### config.mk
export PLATFORM = sky130hd
export DESIGN_NAME = projected_circle_rasterizer
export DESIGN_NICKNAME = d
export VERILOG_FILES = /design/src/rtl/core/pcr_pkg.sv /design/src/rtl/core/pcr_div.sv /design/src/rtl/core/pcr_circle.sv /design/src/rtl/core/projected_circle_rasterizer.sv
export SDC_FILE = /design/constraint.sdc
export NUM_CORES = 1
export LEC_CHECK = 0
export BUFFER_PORTS_ARGS = -buffer_cell sky130_fd_sc_hd__buf_2
export CELL_PAD_IN_SITES_DETAIL_PLACEMENT = 1
export CELL_PAD_IN_SITES_GLOBAL_PLACEMENT = 1
export CORE_MARGIN = 10
export CORE_UTILIZATION = 35
export CTS_CLUSTER_SIZE = 25
export DETAILED_ROUTE_END_ITERATION = 6
export PLACE_DENSITY_LB_ADDON = 0.3
export SYNTH_ARGS = -nofsm -noshare
export SYNTH_HDL_FRONTEND = slang
export SYNTH_SLANG_ARGS = --single-unit
export TNS_END_PERCENT = 30
### constraint.sdc
create_clock -name clk -period 25.1 [get_ports clk]
set_input_delay 7.53 -clock clk [delete_from_list [all_inputs] [get_ports clk]]
set_output_delay 7.53 -clock clk [all_outputs]
set_load 0.01 [all_outputs]
### src/rtl/core/pcr_pkg.sv
// Shared types, constants and helper functions of the projected circle rasterizer.
package pcr_pkg;

  // Input word layout on in_tdata.
  localparam int unsigned IN_DATA_W  = 56;
  localparam int unsigned OUT_DATA_W = 48;

  // Divider sizing: magnitude of the numerator and of the depth.
  localparam int unsigned NUM_W     = 18;
  localparam int unsigned DEN_W     = 9;
  localparam int unsigned DIV_CNT_W = 5;
  localparam logic [DIV_CNT_W-1:0] DIV_LAST_CNT = DIV_CNT_W'(NUM_W - 1);

  // Register reset values.
  localparam logic [7:0]        FOCAL_RST = 8'd15;
  localparam logic [6:0]        SCX_RST   = 7'd64;
  localparam logic [7:0]        SCY_RST   = 8'd80;
  localparam logic signed [7:0] OFFX_RST  = 8'sd5;
  localparam logic signed [7:0] OFFY_RST  = 8'sd20;

  // Panel size for the in-view test.
  localparam logic signed [NUM_W-1:0] PANEL_W = NUM_W'(128);
  localparam logic signed [NUM_W-1:0] PANEL_H = NUM_W'(160);

  // Register indexes of the configuration port.
  typedef enum logic [2:0] {
    CFG_FOCAL = 3'd0,
    CFG_SCX   = 3'd1,
    CFG_SCY   = 3'd2,
    CFG_OFFX  = 3'd3,
    CFG_OFFY  = 3'd4
  } pcr_cfg_e;

  // Input item kinds.
  localparam logic KIND_START = 1'b0;
  localparam logic KIND_STEP  = 1'b1;

  // Plane codes.
  localparam logic [1:0] PLANE_XY = 2'd0;
  localparam logic [1:0] PLANE_YZ = 2'd1;

  // Sequencer states.
  typedef enum logic [2:0] {
    ST_IDLE,
    ST_MULX,
    ST_DIVX_GO,
    ST_DIVX,
    ST_MULY,
    ST_DIVY_GO,
    ST_DIVY,
    ST_EMIT
  } pcr_state_t;

  // Circle parameters taken from a start word.
  typedef struct packed {
    logic signed [7:0] center_x;
    logic signed [7:0] center_y;
    logic signed [7:0] center_z;
    logic [6:0]        radius;
    logic [15:0]       color;
    logic [1:0]        plane;
  } pcr_load_t;

  // One world point of the current iteration.
  typedef struct packed {
    logic signed [9:0]       wx;
    logic signed [9:0]       wy;
    logic signed [DEN_W-1:0] wz;
  } pcr_point_t;

  // Saturate a projected coordinate to 16 bits.
  function automatic logic [15:0] sat16(input logic signed [NUM_W-1:0] v);
    logic [15:0] r;
    if (v > NUM_W'(32767)) begin
      r = 16'h7FFF;
    end else if (v < -NUM_W'(32768)) begin
      r = 16'h8000;
    end else begin
      r = v[15:0];
    end
    return r;
  endfunction

endpackage

### src/rtl/core/pcr_div.sv
// Shared one-bit-per-cycle signed divider with truncation toward zero.
module pcr_div (
  input  logic                                clk,
  input  logic                                rst_n,
  input  logic                                start,
  input  logic signed [pcr_pkg::NUM_W-1:0]    num,
  input  logic signed [pcr_pkg::DEN_W-1:0]    den,
  output logic                                done,
  output logic signed [pcr_pkg::NUM_W-1:0]    quo
);

  logic                              busy_r, busy_nxt;
  logic                              done_r, done_nxt;
  logic [pcr_pkg::DIV_CNT_W-1:0]     cnt_r, cnt_nxt;
  logic [pcr_pkg::DEN_W-1:0]         rem_r, rem_nxt;
  logic [pcr_pkg::NUM_W-1:0]         nmag_r, nmag_nxt;
  logic [pcr_pkg::DEN_W-1:0]         dmag_r, dmag_nxt;
  logic                              neg_r, neg_nxt;
  logic                              zero_r, zero_nxt;
  logic signed [pcr_pkg::NUM_W-1:0]  quo_r, quo_nxt;
  logic [pcr_pkg::DEN_W:0]           trial;
  logic [pcr_pkg::DEN_W:0]           diff;
  logic                              qbit;
  logic [pcr_pkg::NUM_W-1:0]         qmag;

  // Hold control state
  always_ff @(posedge clk) begin
    if (!rst_n) begin
      busy_r <= 1'b0;
      done_r <= 1'b0;
      cnt_r  <= '0;
    end else begin
      busy_r <= busy_nxt;
      done_r <= done_nxt;
      cnt_r  <= cnt_nxt;
    end
  end

  // Hold operands and partial results
  always_ff @(posedge clk) begin
    rem_r  <= rem_nxt;
    nmag_r <= nmag_nxt;
    dmag_r <= dmag_nxt;
    neg_r  <= neg_nxt;
    zero_r <= zero_nxt;
    quo_r  <= quo_nxt;
  end

  // Restoring step: shift in one numerator bit, subtract if it fits
  always_comb begin
    trial = {rem_r, nmag_r[pcr_pkg::NUM_W-1]};
    diff  = trial - {1'b0, dmag_r};
    qbit  = (trial >= {1'b0, dmag_r});
    qmag  = {nmag_r[pcr_pkg::NUM_W-2:0], qbit};
  end

  always_comb begin
    busy_nxt = busy_r;
    done_nxt = 1'b0;
    cnt_nxt  = cnt_r;
    rem_nxt  = rem_r;
    nmag_nxt = nmag_r;
    dmag_nxt = dmag_r;
    neg_nxt  = neg_r;
    zero_nxt = zero_r;
    quo_nxt  = quo_r;
    if (start) begin
      busy_nxt = 1'b1;
      cnt_nxt  = pcr_pkg::DIV_LAST_CNT;
      rem_nxt  = '0;
      nmag_nxt = num[pcr_pkg::NUM_W-1] ? pcr_pkg::NUM_W'(-num) : pcr_pkg::NUM_W'(num);
      dmag_nxt = den[pcr_pkg::DEN_W-1] ? pcr_pkg::DEN_W'(-den) : pcr_pkg::DEN_W'(den);
      neg_nxt  = num[pcr_pkg::NUM_W-1] ^ den[pcr_pkg::DEN_W-1];
      zero_nxt = (den == '0);
    end else if (busy_r) begin
      rem_nxt  = qbit ? diff[pcr_pkg::DEN_W-1:0] : trial[pcr_pkg::DEN_W-1:0];
      nmag_nxt = qmag;
      cnt_nxt  = cnt_r - 1'b1;
      if (cnt_r == '0) begin
        busy_nxt = 1'b0;
        done_nxt = 1'b1;
        // A zero depth gives a zero quotient
        if (zero_r) begin
          quo_nxt = '0;
        end else if (neg_r) begin
          quo_nxt = -$signed(qmag);
        end else begin
          quo_nxt = $signed(qmag);
        end
      end
    end
  end

  assign done = done_r;
  assign quo  = quo_r;

endmodule

### src/rtl/core/pcr_circle.sv
// Midpoint circle state, iteration update and selection of the eight symmetric points.
module pcr_circle (
  input  logic                clk,
  input  logic                rst_n,
  input  logic                load,
  input  pcr_pkg::pcr_load_t  ld,
  input  logic                step,
  input  logic [2:0]          pt_idx,
  output logic                active,
  output logic                final_step,
  output logic [15:0]         color,
  output pcr_pkg::pcr_point_t pt
);

  logic               active_r, active_nxt;
  logic signed [8:0]  run_x_r, run_x_nxt;
  logic signed [8:0]  run_y_r, run_y_nxt;
  logic [9:0]         dx_r, dx_nxt;
  logic [9:0]         dy_r, dy_nxt;
  logic signed [11:0] err_r, err_nxt;
  logic [7:0]         cur_x_r, cur_y_r;
  logic               fin_r;
  pcr_pkg::pcr_load_t held_r;

  logic signed [12:0] e0, e1, e2;
  logic signed [8:0]  x1, y1;
  logic [9:0]         dx1, dy1;
  logic               fin;

  logic [7:0]         u;
  logic [5:0]         vq;
  logic [7:0]         v;
  logic signed [8:0]  a0, a1, az;
  logic signed [9:0]  cx10, cy10;
  logic signed [8:0]  cz9;

  // Hold circle control state
  always_ff @(posedge clk) begin
    if (!rst_n) begin
      active_r <= 1'b0;
    end else begin
      active_r <= active_nxt;
    end
  end

  // Hold iteration variables and circle parameters
  always_ff @(posedge clk) begin
    run_x_r <= run_x_nxt;
    run_y_r <= run_y_nxt;
    dx_r    <= dx_nxt;
    dy_r    <= dy_nxt;
    err_r   <= err_nxt;
    if (load) begin
      held_r <= ld;
    end
    if (step) begin
      cur_x_r <= run_x_r[7:0];
      cur_y_r <= run_y_r[7:0];
      fin_r   <= fin;
    end
  end

  // Midpoint update of one iteration
  always_comb begin
    e0  = {err_r[11], err_r};
    y1  = run_y_r;
    e1  = e0;
    dy1 = dy_r;
    if (e0 <= 13'sd0) begin
      y1  = run_y_r + 9'sd1;
      e1  = e0 + $signed({3'b000, dy_r});
      dy1 = dy_r + 10'd2;
    end
    x1  = run_x_r;
    dx1 = dx_r;
    e2  = e1;
    if (e1 > 13'sd0) begin
      x1  = run_x_r - 9'sd1;
      dx1 = dx_r + 10'd2;
      e2  = e1 + $signed({3'b000, dx1}) - $signed({5'b00000, held_r.radius, 1'b0});
    end
    fin = (x1 < y1);
  end

  // Load a circle or advance one iteration
  always_comb begin
    active_nxt = active_r;
    run_x_nxt  = run_x_r;
    run_y_nxt  = run_y_r;
    dx_nxt     = dx_r;
    dy_nxt     = dy_r;
    err_nxt    = err_r;
    if (load) begin
      run_x_nxt  = $signed({2'b00, ld.radius}) - 9'sd1;
      run_y_nxt  = '0;
      dx_nxt     = 10'd1;
      dy_nxt     = 10'd1;
      err_nxt    = 12'sd1 - $signed({4'b0000, ld.radius, 1'b0});
      active_nxt = (ld.radius != '0);
    end else if (step) begin
      run_x_nxt  = x1;
      run_y_nxt  = y1;
      dx_nxt     = dx1;
      dy_nxt     = dy1;
      err_nxt    = e2[11:0];
      active_nxt = !fin;
    end
  end

  // Pick the symmetric point for the current index
  always_comb begin
    cx10 = {{2{held_r.center_x[7]}}, held_r.center_x};
    cy10 = {{2{held_r.center_y[7]}}, held_r.center_y};
    cz9  = {held_r.center_z[7], held_r.center_z};
    vq   = pt_idx[2] ? 6'(cur_y_r >> 2) : 6'(cur_x_r >> 2);
    az   = pt_idx[1] ? -$signed({3'b000, vq}) : $signed({3'b000, vq});
    if (held_r.plane == pcr_pkg::PLANE_XY) begin
      u  = pt_idx[2] ? cur_y_r : cur_x_r;
      v  = pt_idx[2] ? cur_x_r : cur_y_r;
      a0 = pt_idx[1] ? -$signed({1'b0, u}) : $signed({1'b0, u});
      a1 = pt_idx[0] ? -$signed({1'b0, v}) : $signed({1'b0, v});
      pt.wx = cx10 + 10'(a0);
      pt.wy = cy10 + 10'(a1);
      pt.wz = cz9;
    end else begin
      u  = pt_idx[2] ? cur_x_r : cur_y_r;
      v  = '0;
      a0 = pt_idx[0] ? -$signed({1'b0, u}) : $signed({1'b0, u});
      a1 = az;
      if (held_r.plane == pcr_pkg::PLANE_YZ) begin
        pt.wx = cx10;
        pt.wy = cy10 + 10'(a0);
      end else begin
        pt.wx = cx10 + 10'(a0);
        pt.wy = cy10;
      end
      pt.wz = cz9 + a1 + 9'(v);
    end
  end

  assign active     = active_r;
  assign final_step = fin_r;
  assign color      = held_r.color;

endmodule

### src/rtl/core/projected_circle_rasterizer.sv
// Top level: sequencer, shared multiplier, configuration registers and output register.
// A start word produces no output word; in_tready is high only when idle.
// While a circle is active, a step word yields eight output words, each point taking two
// multiply-divide passes (X, then Y) and one emit state; the next input word is taken after
// the eighth output word is emitted, plus any wait on out_tready.
// Reset (rst_n low) clears circle, sequencer, output valid; registers load 15, 64/80, 5/20.
module projected_circle_rasterizer (
  input  logic                             clk,
  input  logic                             rst_n,
  input  logic                             cfg_we,
  input  logic [2:0]                       cfg_addr,
  input  logic [7:0]                       cfg_wdata,
  input  logic                             in_tvalid,
  output logic                             in_tready,
  // center_x[7:0], center_y[15:8], center_z[23:16], radius[30:24],
  // pixel_color[46:31], plane[48:47], zero fill[55:49]
  input  logic [pcr_pkg::IN_DATA_W-1:0]    in_tdata,
  // kind[0]
  input  logic                             in_tuser,
  output logic                             out_tvalid,
  input  logic                             out_tready,
  // screen_x[15:0], screen_y[31:16], out_color[47:32]
  output logic [pcr_pkg::OUT_DATA_W-1:0]   out_tdata,
  // in_view[0], circle_done[1]
  output logic [1:0]                       out_tuser,
  // last_of_step
  output logic                             out_tlast
);

  logic [7:0]        focal_r;
  logic [6:0]        scx_r;
  logic [7:0]        scy_r;
  logic signed [7:0] offx_r;
  logic signed [7:0] offy_r;

  pcr_pkg::pcr_state_t state_r, state_nxt;
  logic [2:0]          idx_r, idx_nxt;
  logic signed [pcr_pkg::NUM_W-1:0] mul_r, mul_nxt;
  logic signed [pcr_pkg::NUM_W-1:0] sx_r, sx_nxt;
  logic signed [pcr_pkg::NUM_W-1:0] sy_r, sy_nxt;

  logic                              out_valid_r, out_valid_nxt;
  logic [pcr_pkg::OUT_DATA_W-1:0]    out_data_r, out_data_nxt;
  logic [1:0]                        out_user_r, out_user_nxt;
  logic                              out_last_r, out_last_nxt;

  logic                in_acc;
  logic                c_load, c_step, c_active, c_final;
  logic [15:0]         c_color;
  pcr_pkg::pcr_load_t  ld;
  pcr_pkg::pcr_point_t pt;

  logic                             div_start, div_done;
  logic signed [pcr_pkg::NUM_W-1:0] div_quo;
  logic signed [9:0]                coord;
  logic signed [pcr_pkg::NUM_W-1:0] coord_ext, focal_ext;
  logic                             view;

  // Unpack the input word
  always_comb begin
    ld.center_x = in_tdata[7:0];
    ld.center_y = in_tdata[15:8];
    ld.center_z = in_tdata[23:16];
    ld.radius   = in_tdata[30:24];
    ld.color    = in_tdata[46:31];
    ld.plane    = in_tdata[48:47];
  end

  assign in_tready = (state_r == pcr_pkg::ST_IDLE);
  assign in_acc    = in_tvalid && in_tready;
  assign c_load    = in_acc && (in_tuser == pcr_pkg::KIND_START);
  assign c_step    = in_acc && (in_tuser == pcr_pkg::KIND_STEP) && c_active;

  pcr_circle u_circle (
    .clk        (clk),
    .rst_n      (rst_n),
    .load       (c_load),
    .ld         (ld),
    .step       (c_step),
    .pt_idx     (idx_r),
    .active     (c_active),
    .final_step (c_final),
    .color      (c_color),
    .pt         (pt)
  );

  pcr_div u_div (
    .clk   (clk),
    .rst_n (rst_n),
    .start (div_start),
    .num   (mul_r),
    .den   (pt.wz),
    .done  (div_done),
    .quo   (div_quo)
  );

  // Write configuration registers
  always_ff @(posedge clk) begin
    if (!rst_n) begin
      focal_r <= pcr_pkg::FOCAL_RST;
      scx_r   <= pcr_pkg::SCX_RST;
      scy_r   <= pcr_pkg::SCY_RST;
      offx_r  <= pcr_pkg::OFFX_RST;
      offy_r  <= pcr_pkg::OFFY_RST;
    end else if (cfg_we) begin
      case (pcr_pkg::pcr_cfg_e'(cfg_addr))
        pcr_pkg::CFG_FOCAL: focal_r <= cfg_wdata;
        pcr_pkg::CFG_SCX:   scx_r   <= cfg_wdata[6:0];
        pcr_pkg::CFG_SCY:   scy_r   <= cfg_wdata;
        pcr_pkg::CFG_OFFX:  offx_r  <= cfg_wdata;
        pcr_pkg::CFG_OFFY:  offy_r  <= cfg_wdata;
        default: ;
      endcase
    end
  end

  // Hold sequencer and output control
  always_ff @(posedge clk) begin
    if (!rst_n) begin
      state_r     <= pcr_pkg::ST_IDLE;
      idx_r       <= '0;
      out_valid_r <= 1'b0;
    end else begin
      state_r     <= state_nxt;
      idx_r       <= idx_nxt;
      out_valid_r <= out_valid_nxt;
    end
  end

  // Hold datapath and output payload
  always_ff @(posedge clk) begin
    mul_r      <= mul_nxt;
    sx_r       <= sx_nxt;
    sy_r       <= sy_nxt;
    out_data_r <= out_data_nxt;
    out_user_r <= out_user_nxt;
    out_last_r <= out_last_nxt;
  end

  // Shared multiplier: offset coordinate times focal scale
  always_comb begin
    if (state_r == pcr_pkg::ST_MULY) begin
      coord = pt.wy + 10'(offy_r);
    end else begin
      coord = pt.wx + 10'(offx_r);
    end
    coord_ext = pcr_pkg::NUM_W'(coord);
    focal_ext = $signed({10'b0, focal_r});
  end

  // In-view test on the unsaturated screen position, all compares signed
  assign view = ($signed(pt.wz) > pcr_pkg::DEN_W'(0))
             && (sx_r >= pcr_pkg::NUM_W'(0)) && (sx_r < pcr_pkg::PANEL_W)
             && (sy_r >= pcr_pkg::NUM_W'(0)) && (sy_r < pcr_pkg::PANEL_H);

  // Sequence the eight points of one step
  always_comb begin
    state_nxt     = state_r;
    idx_nxt       = idx_r;
    mul_nxt       = mul_r;
    sx_nxt        = sx_r;
    sy_nxt        = sy_r;
    div_start     = 1'b0;
    out_valid_nxt = out_valid_r;
    out_data_nxt  = out_data_r;
    out_user_nxt  = out_user_r;
    out_last_nxt  = out_last_r;

    // Drop the output word once taken
    if (out_valid_r && out_tready) begin
      out_valid_nxt = 1'b0;
    end

    case (state_r)
      pcr_pkg::ST_IDLE: begin
        if (c_step) begin
          idx_nxt   = '0;
          state_nxt = pcr_pkg::ST_MULX;
        end
      end
      pcr_pkg::ST_MULX: begin
        mul_nxt   = coord_ext * focal_ext;
        state_nxt = pcr_pkg::ST_DIVX_GO;
      end
      pcr_pkg::ST_DIVX_GO: begin
        div_start = 1'b1;
        state_nxt = pcr_pkg::ST_DIVX;
      end
      pcr_pkg::ST_DIVX: begin
        if (div_done) begin
          sx_nxt    = $signed({11'b0, scx_r}) + div_quo;
          state_nxt = pcr_pkg::ST_MULY;
        end
      end
      pcr_pkg::ST_MULY: begin
        mul_nxt   = coord_ext * focal_ext;
        state_nxt = pcr_pkg::ST_DIVY_GO;
      end
      pcr_pkg::ST_DIVY_GO: begin
        div_start = 1'b1;
        state_nxt = pcr_pkg::ST_DIVY;
      end
      pcr_pkg::ST_DIVY: begin
        if (div_done) begin
          sy_nxt    = $signed({10'b0, scy_r}) + div_quo;
          state_nxt = pcr_pkg::ST_EMIT;
        end
      end
      pcr_pkg::ST_EMIT: begin
        if (!out_valid_r || out_tready) begin
          out_valid_nxt = 1'b1;
          out_data_nxt  = {c_color, pcr_pkg::sat16(sy_r), pcr_pkg::sat16(sx_r)};
          out_user_nxt  = {(idx_r == 3'd7) && c_final, view};
          out_last_nxt  = (idx_r == 3'd7);
          idx_nxt       = idx_r + 3'd1;
          state_nxt     = (idx_r == 3'd7) ? pcr_pkg::ST_IDLE : pcr_pkg::ST_MULX;
        end
      end
      default: begin
        state_nxt = pcr_pkg::ST_IDLE;
      end
    endcase
  end

  assign out_tvalid = out_valid_r;
  assign out_tdata  = out_data_r;
  assign out_tuser  = out_user_r;
  assign out_tlast  = out_last_r;

endmodule

## After elaboration in Yosys (flattened, before gate mapping)

Index checks and enable logic that the tools add are counted.

| storage, ports and cells | value |
|---|---|
| flip-flop bits (word level) | 331 |
| word-level logic and storage cells | 189 |
| output and inout port bits | 53 |
| input bits | 73 |

| operators by class | value |
|---|---|
| reduce and logical (&&, ||, !) cells | 39 |
| magnitude comparators | 13 |
| multiply operators | 1 |
| mux-type cells | 46 |
| $add $sub $neg | 26 |
| equality and inequality tests | 17 |
| bitwise logic cells | 5 |

Operators with widths:

| operator | number |
|---|---|
| 18-bit two-way mux | 4 |
| 9-bit two-way mux | 8 |
| 18-bit by 1-bit >= comparator with 1-bit output (second input constant) | 2 |
| 18-bit by 16-bit > comparator with 1-bit output (second input constant) | 2 |
| 18-bit by 16-bit < comparator with 1-bit output (second input constant) | 2 |
| 18-bit by 9-bit < comparator with 1-bit output (second input constant) | 2 |
| 12-bit two-way mux | 3 |
| 18-bit negator | 2 |
| 16-bit two-way mux | 2 |
| 8-bit by 9-bit adder with 10-bit output | 3 |
| 29-bit two-way mux | 1 |
| 8-bit two-way mux | 3 |
| 3-bit one-hot mux with 8 select lines | 1 |
| 10-bit by 2-bit adder with 10-bit output (second input constant) | 2 |
| 10-bit by 8-bit adder with 10-bit output | 2 |
| 20-bit two-way mux | 1 |
| 2-bit AND reduction | 10 |
| 8-bit by 18-bit adder with 18-bit output | 1 |
| 9-bit by 18-bit adder with 18-bit output | 1 |
| 3-bit == test (second input constant) | 6 |
| 10-bit by 9-bit multiplier with 18-bit output | 1 |
| 3-bit two-way mux | 6 |
| 8-bit negator with 9-bit output | 2 |
| 12-bit by 11-bit adder with 13-bit output | 1 |
| other kinds (43) | 79 |

## Logic depth before layout (Yosys ltp)

| logic depth | value |
|---|---|
| word-level depth | 11 |
| gate-level depth with buffers | 39 |
| gate-level depth less buffers | 38 |

## Modules after synthesis

From an unflattened synthesis, not the netlist that was laid out.

| unflattened totals | value |
|---|---|
| cell total of the unflattened synthesis | 2442 |
| area total of the unflattened synthesis | 23327.4 µm² |

Modules (own cells, without submodules):

| module | area an instance (µm²) | cells an instance | times used | sequential area each (µm²) |
|---|---|---|---|---|
| projected_circle_rasterizer | 10940.5 | 1177 | 1 | 4073.9 |
| pcr_circle | 8540.7 | 876 | 1 | 3173.0 |
| pcr_div | 3846.2 | 389 | 1 | 1731.7 |

## Worst setup path before layout

No wires, ideal clock.

| path | value |
|---|---|
| kind | in2reg |
| from | input port in_tvalid |
| to | register u_circle.held_r (netlist bit u_circle.color[0]), enable pin |
| required time | 24.668 ns |
| library setup time | 0.432 ns |
| slack | 14.860 ns |
| stages | 5 |
| path buffers | 2 |
| data arrival time | 9.807 ns |
| cell sequence | nand2_1 > or2_2 > inv_1 > clkbuf_1 > buf_1 |

| on the way | value |
|---|---|
| word-level cells in the longest chain between the ends | 2 |

Ends and longest elaborated chain:

| item | line | source |
|---|---|---|
| from (decl) | projected_circle_rasterizer.sv:13 | `input logic in_tvalid,` |
| 1-bit logical AND | projected_circle_rasterizer.sv:70 | `assign in_acc = in_tvalid && in_tready;` |
| 1-bit logical AND | projected_circle_rasterizer.sv:71 | `assign c_load = in_acc && (in_tuser == pcr_pkg::KIND_START);` |
| net c_load | projected_circle_rasterizer.sv:48 | `logic c_load, c_step, c_active, c_final;` |
| to (signal assigned) | pcr_circle.sv:54 | `held_r <= ld;` |
| to (decl) | pcr_circle.sv:23 | `pcr_pkg::pcr_load_t held_r;` |

The timed path passes the listed nets, and every way through them passes these cells.
A chain may end at the register's enable or synchronous reset.

## Worst setup path in the final report

| path | value |
|---|---|
| from | register idx_r[2] |
| to | register mul_r[17] (netlist name), data pin |

| on the way | value |
|---|---|
| word-level cells in the longest chain between the ends | 9 |
| elaborated cells between the ends (all ways) | 15 |
| classes of those cells | add/sub (7); mul (1); mux (7) |

Ends and longest elaborated chain:

| item | line | source |
|---|---|---|
| from (decl) | projected_circle_rasterizer.sv:37 | `logic [2:0] idx_r, idx_nxt;` |
| from (signal assigned) | projected_circle_rasterizer.sv:125 | `idx_r <= idx_nxt;` |
| 8-bit two-way mux | pcr_circle.sv:119, pcr_circle.sv:126 |  |
| 8-bit negator with 9-bit output | pcr_circle.sv:121, pcr_circle.sv:128 |  |
| 9-bit two-way mux | pcr_circle.sv:121, pcr_circle.sv:128 |  |
| 8-bit by 9-bit adder with 10-bit output (on tied branches) | pcr_circle.sv:134, pcr_circle.sv:123, pcr_circle.sv:132 |  |
| 20-bit two-way mux | pcr_circle.sv:130 | `if (held_r.plane == pcr_pkg::PLANE_YZ) begin` |
| 29-bit two-way mux * | pcr_circle.sv:117 | `if (held_r.plane == pcr_pkg::PLANE_XY) begin` |
| 10-bit by 8-bit adder with 10-bit output (on tied branches) | projected_circle_rasterizer.sv:145, projected_circle_rasterizer.sv:143 |  |
| 10-bit two-way mux * | projected_circle_rasterizer.sv:142 | `if (state_r == pcr_pkg::ST_MULY) begin` |
| 10-bit by 9-bit multiplier with 18-bit output * | projected_circle_rasterizer.sv:182, projected_circle_rasterizer.sv:196 |  |
| to (signal assigned) | projected_circle_rasterizer.sv:132 | `mul_r <= mul_nxt;` |
| to (decl) | projected_circle_rasterizer.sv:38 | `logic signed [pcr_pkg::NUM_W-1:0] mul_r, mul_nxt;` |

Mark *: on every way between the ends. The rest lies on a longest branch, timed or not.

==> impl_metrics.yaml <==
status:
  status: "complete, no violations"
timing:
  worst_slew_pin_slew_ns: 1.24
  slew_viol_final: 0
  min_period_ns: 9.65
  setup_violations: 0
  finalSetupTns_ns: 0
  hold_violations: 0
  fin_skew_ns: 0.0184
  max_freq_mhz: 104
  rsz0062_at_grt: "false"
  timing.hold.ws_ns: 0.417
  slew_headroom_pct: 16.7
  finalCritPeriodShare_pct: 38.5
min_path:
  min_path_type: "reg2reg"
global_route:
  met2_usage_pct: 27.8
  grt-busiest-layer: "met2"
  use_met3_pct: 2.24
  grt_max_degree: 55
  grt_pass1_vias: 18200
  globalRouteTotalUtil_pct: 15.9
  grt-ovfl-total: 0
  antenna_found_initial: 2
  grtUsageMet1_pct: 20.4
  grt_pass1_wl_um: 96800
place:
  gp_congestion: 0.865
  post-dp-hpwl_um: 47100
  postPlaceCellArea_um2: 24100
  io_buffers: 118
power_and_ir_drop:
  leakagePower_nw: 10.3
  power_density_nw_per_um2: 85.4
  peakVddDrop_v: 0.0000705
cts:
  cts_buffer_depth: 3
  post_cts_buffers: 0
  clock_sinks: 329
  cts-buffers-inserted: 38
  htreeDepth: 2
  post_cts_resized: 0
  cts_tree: "built"
  cts_root_buf: "clkbuf_16"
  clk_latency_ns: 0.56
  ctsHoldBuffers: 0
  clk_pin_slew_ns: 0.06
route:
  drt_iter0_markers: 905
  num_vias: 17000
  drt_wl_total_um: 60100
  ant_nets: 0
  drt_pass1_iterations: 6
  viasPerCell: 5.07
  post-route-drc-count: 0
  routedWlPerCell_um: 17.9
synthesis:
  ys_top_cells_by_count: "nand2_1, edfxtp_1, nor2_1, inv_1, ha_1"
  ys_seq_area_share_pct: 39.7
  synth_edf_count: 239
  syn_area_um2: 22600
  async_reset_ff_share_pct: 0
  syn-num-nets: 2690
  yosys_warnings: 0
  synth.most_common_cell: "nand2_1"
  syn_inst: 2371
  synthDistinctLibCells: 79
  synth_area_leader_cell: "edfxtp_1"
  synthFlopType: "edfxtp_1"
  avgSynthCellArea_um2: 9.54
  synthTopCellsByArea: "edfxtp_1, ha_1, dfxtp_1"
  yosys.area.top_type_share_pct: 31.7
  ys_seq_elements: 329
worst_setup_path:
  worst-endpoint-arrival_ns: 9.99
  cpPeakStageDelay_ns: 0.70
  required_ns: 25.44
  critPathKind: "reg2reg"
  start_kind: "flip-flop"
  path_max_fanout: 20
  end_kind: "flip-flop"
  slowest_stage: "fa_1"
cells_and_area:
  utilization_pct: 39.4
  nets: 2782
  drive_gt1_share_pct: 9.63
  fin_area_um2: 25300
  syn2layout_area_growth_pct: 12.0
floorplanning:
  die-area_um2: 75200
  fp.dieH_um: 274
  num_rows: 93
  start_util_pct: 35.2
  core_um2: 64200
  io_pins: 126
  die_width_um: 274
flow_run:
  cap_viol_max_count: 0
[worst paths after layout]
path | startpoint | end | slack, ns | cells past startpoint
max | idx_r[2] | mul_r[17] | 15.45 | 34
min | u_circle.color[2] | out_tdata[34] | 0.42 | 0
max reg2reg | idx_r[2] | mul_r[17] | 15.45 | 34
min reg2reg | u_circle.color[2] | out_tdata[34] | 0.42 | 0
[registers in the layout, indices dropped and copies added, names as in the netlist, 12 cells and up]
signal / count
u_div.nmag_r: 18
u_div.quo: 18
u_circle.err_r: 12
sx_r: 18
u_circle.color: 16
sy_r: 18
mul_r: 18
out_tdata: 48
[final cells by class]
type                    count  area, um2
multi-input cells        1747      12500
well taps                 855       1070
repair buffers            135        718
flip-flops and latches    329       8980
inverters                 212        797
diodes                      1       2.50
clock buffers              49       1020
clock inverters            21        236
fillers                  7381      38900
[metal layers]
metal / routed length (um) / part of all wire [%] / up-vias
met5: 0 / 0 / -
met4: 1090 / 1.8 / 0
met3: 1890 / 3.1 / 71
met2: 29200 / 49 / 223
met1: 27900 / 46 / 8318
li1: - / - / 8362
[cell families (layout without fill, tap and decap cells)]
kind of cell               after synthesis  in the layout  share of synthesized area, %
AOI/OAI and AO/OA                      475            475                          13.4
xor gates and xnor gates               195            195                          7.62
adders and majority gates              246            246                          16.2
buffers and inverters                  295            417                          5.05
DFF                                    329            329                          39.7
muxes                                   39             39                          1.79
other                                    0              1                             0
and+or+nand+nor                        792            792                          16.2
[power breakdown]
| part | leakage [nW] | total, mW | internal (mW) | switching [mW] |
|---|---|---|---|---|
| Clock | 0.613 | 0.566 | 0.332 | 0.234 |
| Sequential | 2.93 | 0.691 | 0.657 | 0.0336 |
| Combinational | 6.79 | 0.906 | 0.363 | 0.543 |
[placed cells by master (no fill, tap or decap), drive strengths merged, types with 20 or more instances in the layout]
master	count
a21o	38
edfxtp	239
or3	20
mux2i	28
a21boi	56
o31ai	23
dfxtp	90
nor2	231
fa	78
xor2	96
xnor2	99
nor2b	29
clkbuf	49
o21ai	142
buf	135
inv	209
a21oi	126
ha	168
nor3	33
nand2	286
nand3	51
and2	43
[stage by stage]
step                      instances  worst slack (ns)  power (mW)
after global placement         3278             15.02        1.58
final                          3349             15.45        2.16
after CTS                      3348             15.44        2.20
after global routing           3349             14.73        2.34
after floorplan                2371             14.86        1.35
after detailed placement       3278             14.95        1.62
[worst max-delay path, delay by kind of cell (launching register included)]
kind	cells	cell delay, ns
AND/OR/NAND/NOR	5	0.64
flip-flops	1	0.45
buffers and inverters	5	0.63
multiplexers	1	0.47
adder cells (fa/ha/maj)	7	3.33
AO/OA/AOI/OAI	13	3.29
XOR/XNOR	3	0.61
Power figures use the tool's default switching activity.
